==> config.mk <==
export PLATFORM = sky130hd
export DESIGN_NAME = bpcs_divider
export DESIGN_NICKNAME = d
export VERILOG_FILES = /design/src/sv/bpcs_pkg.sv /design/src/sv/bpcs_divider.sv
export SDC_FILE = /design/constraint.sdc
export NUM_CORES = 1
export LEC_CHECK = 0
export ABC_AREA = 0
export BUFFER_PORTS_ARGS = -buffer_cell sky130_fd_sc_hd__buf_2
export CELL_PAD_IN_SITES_DETAIL_PLACEMENT = 2
export CELL_PAD_IN_SITES_GLOBAL_PLACEMENT = 2
export CORE_MARGIN = 1.5
export CORE_UTILIZATION = 23
export CTS_CLUSTER_SIZE = 28
export DETAILED_ROUTE_END_ITERATION = 7
export PLACE_DENSITY = 0.58
export SLEW_MARGIN = 20
export SYNTH_ARGS = -nofsm -noshare
export SYNTH_HDL_FRONTEND = slang
export SYNTH_SLANG_ARGS = --single-unit
==> constraint.sdc <==
create_clock -name clk -period 7.4 [get_ports clk]
set_input_delay 1.11 -clock clk [delete_from_list [all_inputs] [get_ports clk]]
set_output_delay 1.11 -clock clk [all_outputs]
set_load 0.02 [all_outputs]
==> src/sv/bpcs_pkg.sv <==
// shared constants of the partition cost scorer
package bpcs_pkg;

  localparam int CNT_W  = 24;
  localparam int DIST_W = 32;
  localparam int Q_W    = 32;
  localparam int EPS_W  = 31;
  localparam int SF_W   = 8;
  localparam int HALF_W = 16;
  localparam int KM_W   = 16;
  localparam int CFG_IDX_W = 2;

  localparam logic [1:0] REQ_SEG   = 2'd0;
  localparam logic [1:0] REQ_BLOCK = 2'd1;
  localparam logic [1:0] REQ_END   = 2'd2;
  localparam logic [1:0] REQ_ROUND = 2'd3;

  localparam logic [2:0] REL_COLLINEAR = 3'd0;
  localparam logic [2:0] REL_RIGHT     = 3'd1;
  localparam logic [2:0] REL_RIGHT_INT = 3'd2;
  localparam logic [2:0] REL_LEFT      = 3'd3;
  localparam logic [2:0] REL_LEFT_INT  = 3'd4;
  localparam logic [2:0] REL_INTERSECT = 3'd5;

  localparam logic [CFG_IDX_W-1:0] CFG_SPLIT_FACTOR = 2'd0;
  localparam logic [CFG_IDX_W-1:0] CFG_SHORT_EPS    = 2'd1;
  localparam logic [CFG_IDX_W-1:0] CFG_DIST_EPS     = 2'd2;

  localparam logic [SF_W-1:0]  SF_RESET  = 8'd7;
  localparam logic [EPS_W-1:0] SE_RESET  = 31'd262144;
  localparam logic [EPS_W-1:0] DE_RESET  = 31'd512;

  localparam logic [7:0] K_RIGHT   = 8'd100;
  localparam logic [7:0] K_LEFT    = 8'd70;
  localparam logic [7:0] K_IFFY    = 8'd140;
  localparam logic [7:0] K_SPLIT   = 8'd100;
  localparam logic [7:0] K_MAP_IMB = 8'd100;
  localparam logic [7:0] K_PRT_IMB = 8'd50;
  localparam logic [7:0] K_SLOPE   = 8'd25;

endpackage

==> src/sv/bpcs_divider.sv <==
// radix-2 restoring divider, one quotient bit per cycle, saturating quotient
module bpcs_divider #(
  parameter int NUM_W = 47
) (
  input  logic                      clk,
  input  logic                      rst,
  input  logic                      start,
  input  logic [NUM_W-1:0]          num,
  input  logic [bpcs_pkg::Q_W-1:0]  den,
  output logic                      done,
  output logic [bpcs_pkg::Q_W-1:0]  quo
);

  localparam int QW = bpcs_pkg::Q_W;

  logic          busy;
  logic [4:0]    step;
  logic [QW-1:0] rem;
  logic [QW-1:0] nsh;
  logic [QW-1:0] den_r;
  logic [QW:0]   trial;
  logic [QW:0]   diff;
  logic          ge;
  logic          ovf;

  // quotient would need more than 32 bits
  assign ovf   = QW'(num[NUM_W-1:QW]) >= den;
  assign trial = {rem, nsh[QW-1]};
  assign ge    = trial >= {1'b0, den_r};
  assign diff  = trial - {1'b0, den_r};

  always_ff @(posedge clk) begin
    done <= 1'b0;
    if (rst) begin
      busy <= 1'b0;
      step <= '0;
    end else if (start) begin
      den_r <= den;
      step  <= '0;
      if (den == '0 || ovf) begin
        quo  <= '1;
        done <= 1'b1;
        busy <= 1'b0;
      end else begin
        rem  <= QW'(num[NUM_W-1:QW]);
        nsh  <= num[QW-1:0];
        busy <= 1'b1;
      end
    end else if (busy) begin
      rem  <= ge ? diff[QW-1:0] : trial[QW-1:0];
      nsh  <= {nsh[QW-2:0], 1'b0};
      quo  <= {quo[QW-2:0], ge};
      step <= step + 5'd1;
      if (step == 5'd31) begin
        busy <= 1'b0;
        done <= 1'b1;
      end
    end
  end

  a_no_restart: assert property (@(posedge clk) disable iff (rst) !(busy && start))
    else $error("divider restarted while busy");

  a_done_idle: assert property (@(posedge clk) disable iff (rst) done |-> !busy)
    else $error("divider done while still busy");

  a_start_answer: assert property (@(posedge clk) disable iff (rst)
    start |=> busy || done)
    else $error("divider ignored a start");

endmodule

==> results of run 1 <==
[synthesized netlist by cell type (3+ instances only)]
master    count
edfxtp_1    128
inv_1        59
a21oi_1      51
ha_1         49
nor2_1       45
nand2_1      39
or2_2        34
mux2_2       33
o21ai_0      32
a21o_1       23
xnor2_1      17
clkbuf_1     16
nor3_1       16
mux2i_1      14
nand4_1      14
a211oi_1     10
a31oi_1       8
nor4_1        8
xor2_1        8
dfxtp_1       7
o21a_1        6
buf_2         5
nand3_1       5
o22ai_1       5
o21bai_1      4
and3_1        3
and4_1        3
nand2b_1      3
nor2b_1       3
o31ai_1       3
or3_1         3
or4_1         3
[metal layers]
layer | vias up | GRT usage
met3 | 39 | 0.0460
met1 | 2866 | 0.182
met5 | - | 0
met4 | 12 | 0.0510
met2 | 121 | 0.216
li1 | 2749 | -
[power groups by stage]
stage / clock (mW) / sequential (mW) / combinational [mW]
after global routing: 0.960 / 0.933 / 0.597
after floorplan: 0 / 0.939 / 0.370
after detailed placement: 0 / 0.941 / 0.533
after global placement: 0 / 0.942 / 0.530
final: 0.911 / 0.926 / 0.531
after CTS: 0.937 / 0.927 / 0.539
[per-stage QoR]
| stage | utilization | std cells | hold WS (ns) | power, mW |
|---|---|---|---|---|
| final | 0.287 | 1258 | 0.501 | 2.37 |
| after global routing | 0.287 | 1257 | 0.535 | 2.49 |
| after CTS | 0.286 | 1255 | 0.509 | 2.40 |
| after detailed placement | 0.268 | 1223 | 0.493 | 1.47 |
| after global placement | 0.268 | 1223 | 0.484 | 1.47 |
| after floorplan | - | 685 | 0.467 | 1.31 |
[kinds of logic (layout without fill, tap and decap cells)]
logic type                 count (synthesis)  in the layout  synth area share
and+or+nand+nor                          186            186             0.124
AOI/OAI and AO/OA                        160            160             0.137
DFF                                      135            135             0.519
buffers and inverters                     82            211            0.0419
adders and majority gates                 50             50            0.0825
muxes                                     47             47            0.0667
xor gates and xnor gates                  25             25            0.0285
other                                      0              2                 0
[layout make-up]
class | instances | area, sq um | area share
Sequential cell | 135 | 3980 | 0.424
Multi-Input combinational cell | 468 | 3390 | 0.361
Timing Repair Buffer | 120 | 636 | 0.0677
Tap cell | 442 | 553 | 0.0589
Clock buffer | 22 | 444 | 0.0473
Inverter | 59 | 221 | 0.0236
Clock inverter | 10 | 155 | 0.0165
Antenna cell | 2 | 5.00 | 0.000533
[critical path: stages (launching register included)]
cell       delay [ns]
edfxtp_1         0.41
ha_1             0.32
nor2b_1          0.13
o21ai_0          0.31
a211oi_1         0.17
o21ai_0          0.21
nand3_1          0.22
a2111oi_4        0.79
or2_0            0.68
buf_4            0.30
o21ai_0          0.09
mux2_2           0.26
[sequential cells by signal (all words and copies together), names as in the netlist]
| signal | count |
|---|---|
| done | 1 |
| rem | 32 |
| busy | 1 |
| den_r | 32 |
| step | 5 |
| quo | 32 |
| nsh | 32 |
[path summary, 6_finish.rpt]
kind         slack, ns       to  depth (start not counted)
min reg2reg       0.50  step[4]                          2
max reg2reg       3.25   rem[0]                         11
min               0.50  step[4]                          2
max               3.25   rem[0]                         11
==> results.py, run 1 <==
metrics = {
    "status": {
        "status": "finished, final reports clean",
    },
    "floorplan": {
        "pin_count": 115,
        "core_area_sq_um": 32700,
        "die_h_um": 186,
        "die_area_sq_um": 34500,
        "row_count": 66,
        "start_util": 0.235,
        "die_x_um": 186,
    },
    "synth": {
        "synth_cells": 685,
        "avgSynthCellArea_sq_um": 11.2,
        "ys_types": 55,
        "yosys.area.top_type_share": 0.501,
        "yosys_most_used_dff": "edfxtp_1",
        "synthTopCellsByArea": "edfxtp_1 50%, ha_1 8.0%, mux2_2 4.8%, a21oi_1 3.3%, inv_1 2.9%",
        "yosys_warnings": 0,
        "syn-num-nets": 817,
        "synth_top_area_cell": "edfxtp_1",
        "synth_edf_count": 128,
        "syn-cell-area_sq_um": 7670,
        "synth-async-reset-ratio": 0,
        "synth-seq-cells": 135,
        "seq_area_frac_synth": 0.519,
    },
    "timing": {
        "fin_crit_ns": 4.15,
        "fin_ws_ns": 3.25,
        "skew_ns": 0.0141,
        "hold_viol": 0,
        "setup_viol": 0,
        "tightest_slew_ns": 1.02,
        "finalSetupTns_ns": 0,
        "fin_crit_sh": 0.560,
        "slew_headroom": 0.319,
        "maxSlewViolCount": 0,
        "rsz0062_at_grt": "false",
        "fmax_ghz": 0.241,
    },
    "clocking": {
        "clk_pin_slew_ns": 0.06,
        "hold_buffers": 0,
        "insertion_delay_ns": 0.44,
        "cts_num_sinks": 135,
        "clk_path_buf_depth": 2,
        "cts_setup_buffers": 0,
        "cts_resized": 0,
        "root_buffer": "clkbuf_16",
        "cts_tree": "yes",
        "h-tree-depth": 4,
        "cts_buffers": 17,
    },
    "cells_and_area": {
        "final_cell_mix": "128 x edfxtp_1, 114 x buf_2, 59 x inv_1",
        "final_nets": 933,
        "syn_to_final_growth_pct": 22.4,
        "fill_cells": 3679,
        "final_common_cell": "edfxtp_1",
        "final_area_sq_um": 9390,
        "drive_gt1_frac": 0.276,
    },
    "global_route": {
        "antenna_found_initial": 8,
        "grt_first_pass_wirelength_um": 35900,
        "grt_start_max_net_pins": 81,
        "grt_pass1_vias": 6258,
        "gr-usage-all-layers": 0.140,
        "overflow": 0,
    },
    "worst_setup_path": {
        "critPathLaunchType": "flop",
        "regToRegStartpoint": "rem[0]",
        "critPathMaxFanout": 10,
        "cp_data_arrival_time_ns": 4.33,
        "required_ns": 7.58,
        "cp-startpoint": "rem[0]",
        "crit_type": "reg2reg",
        "critPathCaptureType": "flop",
    },
    "pwr": {
        "p_sw_frac": 0.293,
        "seqPwrFrac": 0.391,
        "power_switching_mw": 0.693,
        "peakVddDrop_mv": 0.168,
        "power_density_nw_per_um2": 252,
        "p_comb_frac": 0.224,
        "p_clk_frac": 0.385,
        "p_int_mw": 1.68,
        "cellLeakagePower_nw": 3.76,
    },
    "detailed_routing": {
        "wl_per_cell_um": 18.2,
        "avgViaCountPerCell": 4.60,
        "via_count": 5787,
        "drtAntennaViolNets": 0,
        "drc": 0,
        "maxUsedRoutingLayer": "met5",
        "wl_met3_um": 1390,
        "drt_wl_total_um": 23000,
        "wl_met2_um": 10200,
        "wirelength_met1_um": 10800,
        "drt_pass1_iterations": 4,
        "dr.first_iter.drc_count": 201,
    },
    "place": {
        "numPortBuffers": 114,
        "gp_congestion": 0.760,
        "pre_cts_ws_ns": 2.85,
        "dp_hpwl_um": 16800,
        "place_area_sq_um": 8760,
    },
    "run": {
        "max_cap_violations": 0,
    },
    "hold_path": {
        "hold_start": "step[4]",
        "min_path_type": "reg2reg",
    },
}
Note: power is estimated with default switching activity, not from simulation.
==> inputs of run 2 (changes only) <==
--- a/config.mk
+++ b/config.mk
@@ -5,7 +5,7 @@
 export SDC_FILE = /design/constraint.sdc
 export NUM_CORES = 1
 export LEC_CHECK = 0
-export ABC_AREA = 0
+export ABC_AREA = 1
 export BUFFER_PORTS_ARGS = -buffer_cell sky130_fd_sc_hd__buf_2
 export CELL_PAD_IN_SITES_DETAIL_PLACEMENT = 2
 export CELL_PAD_IN_SITES_GLOBAL_PLACEMENT = 2
@@ -13,7 +13,7 @@
 export CORE_UTILIZATION = 23
 export CTS_CLUSTER_SIZE = 28
 export DETAILED_ROUTE_END_ITERATION = 7
-export PLACE_DENSITY = 0.58
+export PLACE_DENSITY = 0.63
 export SLEW_MARGIN = 20
 export SYNTH_ARGS = -nofsm -noshare
 export SYNTH_HDL_FRONTEND = slang
==> constraint.sdc (replaced) <==
create_clock -name clk -period 4.1 [get_ports clk]
set_input_delay 0.615 -clock clk [delete_from_list [all_inputs] [get_ports clk]]
set_output_delay 0.615 -clock clk [all_outputs]
set_load 0.02 [all_outputs]
==> run 2 against run 1 <==
  * Cell area rose by 9.5%
  * Non-clock buffer count is 6 higher
  * Register-to-register slack got worse by 1.8 ns
  * Synthesized cell count increased by 58%
  * Via count grew 26%
  * Maximum frequency grew 55%
  * Setup slack worse by 1.8 ns
  * Area after synthesis rose by 12%
  * Hold slack got worse by 0.14 ns
  * Combinational power increased by 120%
  * Critical path depth is 2 higher
  * Highest routed layer unchanged
==> results.py, run 2 <==
metrics = {
    "status": {
        "status": "finished, final reports clean",
    },
    "synth": {
        "avgSynthCellArea_sq_um": 7.96,
        "syn-cell-area_sq_um": 8590,
        "yosys_warnings": 0,
        "synth_top_cells_by_count": "378 x nand2_1, 173 x inv_1, 128 x edfxtp_1",
        "syn-num-nets": 1211,
        "yosys_most_used_dff": "edfxtp_1",
        "synth-async-reset-ratio": 0,
        "yosysMostFrequentCell": "nand2_1",
        "synth_top_area_cell": "edfxtp_1",
        "synth_cells": 1079,
        "synth_edf_count": 128,
        "yosys.area.top_type_share": 0.448,
        "synth-seq-cells": 135,
        "synthTopCellsByArea": "edfxtp_1 45%, nand2_1 17%, inv_1 7.6%, ha_1 7.1%, nand3_1 3.6%",
        "seq_area_frac_synth": 0.464,
        "ys_types": 36,
    },
    "pwr": {
        "p_sw_frac": 0.340,
        "power_switching_mw": 1.48,
        "seqPwrFrac": 0.389,
        "p_clk_frac": 0.343,
        "power_density_nw_per_um2": 423,
        "p_comb_frac": 0.268,
        "cellLeakagePower_nw": 4.92,
        "peakVddDrop_mv": 0.296,
        "p_int_mw": 2.87,
    },
    "worst_setup_path": {
        "critPathLaunchType": "flop",
        "cp_data_arrival_time_ns": 2.86,
        "crit_type": "reg2reg",
        "required_ns": 4.29,
        "critPathCaptureType": "flop",
        "critPathMaxFanout": 15,
    },
    "hold_path": {
        "min_path_type": "in2reg",
    },
    "global_route": {
        "grt_util_met2": 0.257,
        "grt_busiest_layer": "met2",
        "use_met3": 0.0383,
        "overflow": 0,
        "grt_pass1_vias": 8030,
        "grt_use_met1": 0.190,
        "gr-usage-all-layers": 0.152,
        "grt_start_max_net_pins": 56,
        "grt_first_pass_wirelength_um": 44100,
        "antenna_found_initial": 6,
    },
    "cells_and_area": {
        "final_nets": 1331,
        "fill_cells": 4232,
        "syn_to_final_growth_pct": 19.7,
        "multi_input_area_sq_um": 3820,
        "drive_gt1_frac": 0.188,
        "final_cell_mix": "378 x nand2_1, 172 x inv_1, 128 x edfxtp_1",
        "final_common_cell": "nand2_1",
        "seq_area_sq_um": 3980,
    },
    "detailed_routing": {
        "drt_pass1_iterations": 4,
        "drtAntennaViolNets": 0,
        "drc": 0,
        "wl_per_cell_um": 16.4,
        "dr.first_iter.drc_count": 224,
        "drt_wl_total_um": 27600,
        "avgViaCountPerCell": 4.32,
        "via_count": 7265,
    },
    "timing": {
        "slew_headroom": 0.571,
        "rsz0062_at_grt": "false",
        "finalSetupTns_ns": 0,
        "fin_crit_ns": 2.67,
        "fin_ws_ns": 1.43,
        "fin_crit_sh": 0.651,
        "hold_viol": 0,
        "skew_ns": 0.0101,
        "maxSlewViolCount": 0,
        "tightest_slew_ns": 0.643,
        "setup_viol": 0,
        "fmax_ghz": 0.375,
    },
    "clocking": {
        "clk_pin_slew_ns": 0.06,
        "root_buffer": "clkbuf_16",
        "clk_path_buf_depth": 2,
        "hold_buffers": 0,
        "cts_buffers": 17,
        "insertion_delay_ns": 0.45,
        "cts_tree": "yes",
        "cts_resized": 0,
        "cts_num_sinks": 135,
        "cts_setup_buffers": 0,
        "h-tree-depth": 4,
    },
    "floorplan": {
        "die_x_um": 196,
        "die_h_um": 196,
        "die_area_sq_um": 38500,
        "start_util": 0.234,
        "core_area_sq_um": 36700,
        "pin_count": 115,
        "row_count": 70,
    },
    "place": {
        "gp_congestion": 0.788,
        "numPortBuffers": 114,
        "pre_cts_ws_ns": 0.967,
        "dp_hpwl_um": 21800,
    },
    "run": {
        "max_cap_violations": 0,
    },
}
[run 2: changes by cell type in the layout (fill, tap and decap cells not counted), sizes merged, moves of 11 or more]
cell / change
inv: +124
nor3: -11
mux2: -33
a21o: -23
nand2: +344
mux2i: -14
a21oi: -12
o21ai: -20
nor2: +48
nand3: +60
[run 2: stage by stage]
stage / instances / hold slack (ns) / total power [mW] / utilization / cell area [sq um]
2_1_floorplan: 1079 / 0.443 / 2.53 / - / 8590
3_3_place_gp: 1648 / 0.460 / 2.89 / 0.265 / 9720
3_5_place_dp: 1648 / 0.473 / 2.92 / 0.265 / 9720
4_1_cts: 1679 / 0.311 / 4.46 / 0.280 / 10300
5_1_grt: 1679 / 0.329 / 4.64 / 0.280 / 10300
6_report: 1682 / 0.356 / 4.35 / 0.280 / 10300
[run 2: layer usage]
layer	wire length, um	part of all wire	vias to the layer above
met2	13200	0.48	91
met4	357	0.013	8
met3	1040	0.038	29
li1	-	-	3657
met1	13000	0.47	3480
met5	48	0.0017	-
[run 2: critical path: stages (launching register included)]
cell and delay [ns]:
edfxtp_1 0.42, ha_1 0.39, nand2_1 0.14, nor2_1 0.23
nand2_1 0.17, nor2_1 0.13, nand2_1 0.09, nand3_2 0.10
nor2_4 0.06, nand2_4 0.19, buf_4 0.27, nand2_1 0.10
nand3_1 0.08, nand2_1 0.07
[run 2: cell families after synthesis]
logic type,synth area share
AO/OA/AOI/OAI,0.0490
flip-flops,0.464
XOR/XNOR,0.0163
AND/OR/NAND/NOR,0.303
adder cells (fa/ha/maj),0.0737
buffers and inverters,0.0943
[run 2: area by class of cell]
class                   count  share of cell area
diodes                      3            0.000730
clock buffers              17              0.0414
clock inverters            14              0.0122
inverters                 179              0.0654
multi-input cells         740               0.372
flip-flops and latches    135               0.388
well taps                 468              0.0570
repair buffers            126              0.0643
[run 2: power groups by stage]
stage	combinational (mW)	sequential, mW	clock, mW
finish	1.17	1.69	1.49
global route	1.34	1.70	1.59
CTS	1.21	1.69	1.56
detailed placement	1.20	1.72	0
global placement	1.17	1.72	0
floorplan	0.808	1.72	0
[run 2: final timing paths]
| kind | start | endpoint | slack [ns] | depth (start not counted) |
|---|---|---|---|---|
| max | rem[15] | rem[9] | 1.43 | 13 |
| min | den[24] | den_r[24] | 0.36 | 1 |
| max reg2reg | rem[15] | rem[9] | 1.43 | 13 |
| min reg2reg | step[4] | step[4] | 0.48 | 2 |
==> inputs of run 3 (changes only) <==
==> constraint.sdc (replaced) <==
create_clock -name clk -period 2.7 [get_ports clk]
set_input_delay 0.405 -clock clk [delete_from_list [all_inputs] [get_ports clk]]
set_output_delay 0.405 -clock clk [all_outputs]
set_load 0.02 [all_outputs]
==> run 3 against run 2 <==
  * Global-route usage decreased by 0.059 points
  * Die area unchanged
  * Combinational power increased by 56%
  * Clock power increased by 54%
  * Cell area increased by 2.2%
  * Hold slack got worse by 0.20 ns
  * Sequential share of layout area decreased by 0.84 points
  * Final cell count increased by 0.54%
  * Maximum frequency increased by 7.1%
  * Non-clock buffer count increased by 7
  * Critical path depth decreased by 1
  * Count of clock-buffer cells in the layout increased by 2
  * Critical path type unchanged
  * Critical endpoint is now rem[13]
==> results.py, run 3 (synthesis results as in run 2) <==
metrics = {
    "timing": {
        "holdWs_ns": 0.160,
        "finalSetupTns_ns": 0,
        "rsz0062_at_grt": "false",
        "slew_headroom": 0.585,
        "hold_viol": 0,
        "skew_ns": 0.0135,
        "tightest_slew_ns": 0.623,
        "maxSlewViolCount": 0,
        "fin_crit_sh": 0.923,
        "setup_viol": 0,
        "fmax_ghz": 0.401,
        "fin_crit_ns": 2.49,
    },
    "clocking": {
        "h-tree-depth": 4,
        "cts_num_sinks": 135,
        "clk_path_buf_depth": 2,
        "cts_buffers": 17,
        "clk_pin_slew_ns": 0.07,
        "hold_buffers": 0,
        "cts_resized": 0,
        "cts_tree": "yes",
        "root_buffer": "clkbuf_16",
        "insertion_delay_ns": 0.44,
        "cts_setup_buffers": 0,
    },
    "global_route": {
        "grt_first_pass_wirelength_um": 44700,
        "grt_pass1_vias": 8213,
        "grt_start_max_net_pins": 77,
        "antenna_found_initial": 6,
        "overflow": 0,
        "gr-usage-all-layers": 0.151,
    },
    "detailed_routing": {
        "drt_pass1_iterations": 4,
        "drtAntennaViolNets": 0,
        "wl_per_cell_um": 16.3,
        "drt_wl_total_um": 27600,
        "dr.first_iter.drc_count": 237,
        "avgViaCountPerCell": 4.31,
        "via_count": 7289,
        "drc": 0,
    },
    "place": {
        "numPortBuffers": 114,
        "dp_hpwl_um": 21400,
        "gp_congestion": 0.771,
    },
    "pwr": {
        "cellLeakagePower_nw": 4.98,
        "peakVddDrop_mv": 0.461,
        "power_density_nw_per_um2": 638,
        "power_mw": 6.71,
    },
    "floorplan": {
        "die_area_sq_um": 38500,
        "die_h_um": 196,
        "pin_count": 115,
        "start_util": 0.234,
        "die_x_um": 196,
        "core_area_sq_um": 36700,
        "row_count": 70,
    },
    "cells_and_area": {
        "fin_util": 0.286,
        "final_common_cell": "nand2_1",
        "fill_cells": 4266,
        "syn_to_final_growth_pct": 22.4,
        "final_cell_mix": "378 x nand2_1, 165 x inv_1, 128 x edfxtp_1",
        "final_nets": 1338,
        "drive_gt1_frac": 0.203,
    },
    "worst_setup_path": {
        "crit_type": "reg2reg",
        "critPathMaxFanout": 22,
        "path_depth": 12,
        "crit_buf_inv": 3,
        "crit_family": "simple AND/OR/NAND/NOR gates",
        "required_ns": 2.90,
        "critPathLaunchType": "flop",
        "crit_path_top_delay_cell": "edfxtp_1",
        "rr_worst_depth": 12,
        "critPathCaptureType": "flop",
        "path_cells": "ha_1 > nand2_2 > inv_2 > a21oi_2 > inv_1 > a21oi_2 > nand2_2 > nand3_4 > buf_4 > nand3_1 > nand3_1 > nand2_1",
        "max_stage_delay_ns": 0.40,
        "cp_data_arrival_time_ns": 2.69,
    },
    "hold_path": {
        "min_path_type": "in2reg",
        "hold_path_depth": 1,
    },
    "status": {
        "status": "finished, final reports clean",
    },
    "run": {
        "max_cap_violations": 0,
    },
}
-- run 3: changes by cell type in the layout (fill, tap and decap cells not counted), sizes merged --
| cell | change |
|---|---|
| buf | +7 |
| diode | +1 |
| clkinvlp | -1 |
| clkbuf | +2 |
-- run 3: power breakdown --
part	leakage (nW)	internal (mW)	switching (mW)	total [mW]
clock	0.264	1.28	1.03	2.30
sequential	1.26	2.50	0.0686	2.57
combinational	3.45	0.641	1.19	1.83
total	4.98	4.42	2.29	6.71
-- run 3: worst paths after layout --
check	endpoint	start	slack, ns
max	rem[13]	rem[11]	0.21
min	den_r[28]	den[28]	0.16
min reg2reg	step[4]	step[4]	0.47
max reg2reg	rem[13]	rem[11]	0.21
-- run 3: area by class of cell --
cell class                 instances  area (sq um)  area share
sequential                       135          3980       0.379
multi-input combinational        740          3910       0.372
timing repair buffer             133           776      0.0738
inverter                         179           692      0.0658
tap                              468           586      0.0557
clock buffer                      19           433      0.0412
clock inverter                    13           121      0.0115
antenna                            4          10.0    0.000952
-- run 3: through the flow --
stage          worst slack (ns)  cells  area, sq um
6_report                  0.207   1691        10500
5_1_grt                  0.0172   1688        10500
4_1_cts                   0.141   1687        10500
3_5_place_dp            -0.0184   1655         9940
3_3_place_gp             0.0184   1655         9940
2_1_floorplan           -0.0826   1079         8710
-- run 3: routing by layer --
layer / vias up / share of wire / track usage
li1: 3680 / - / -
met2: 96 / 0.48 / 0.264
met5: - / 0.00098 / 0
met1: 3488 / 0.47 / 0.188
met3: 21 / 0.035 / 0.0347
met4: 4 / 0.013 / 0.0353
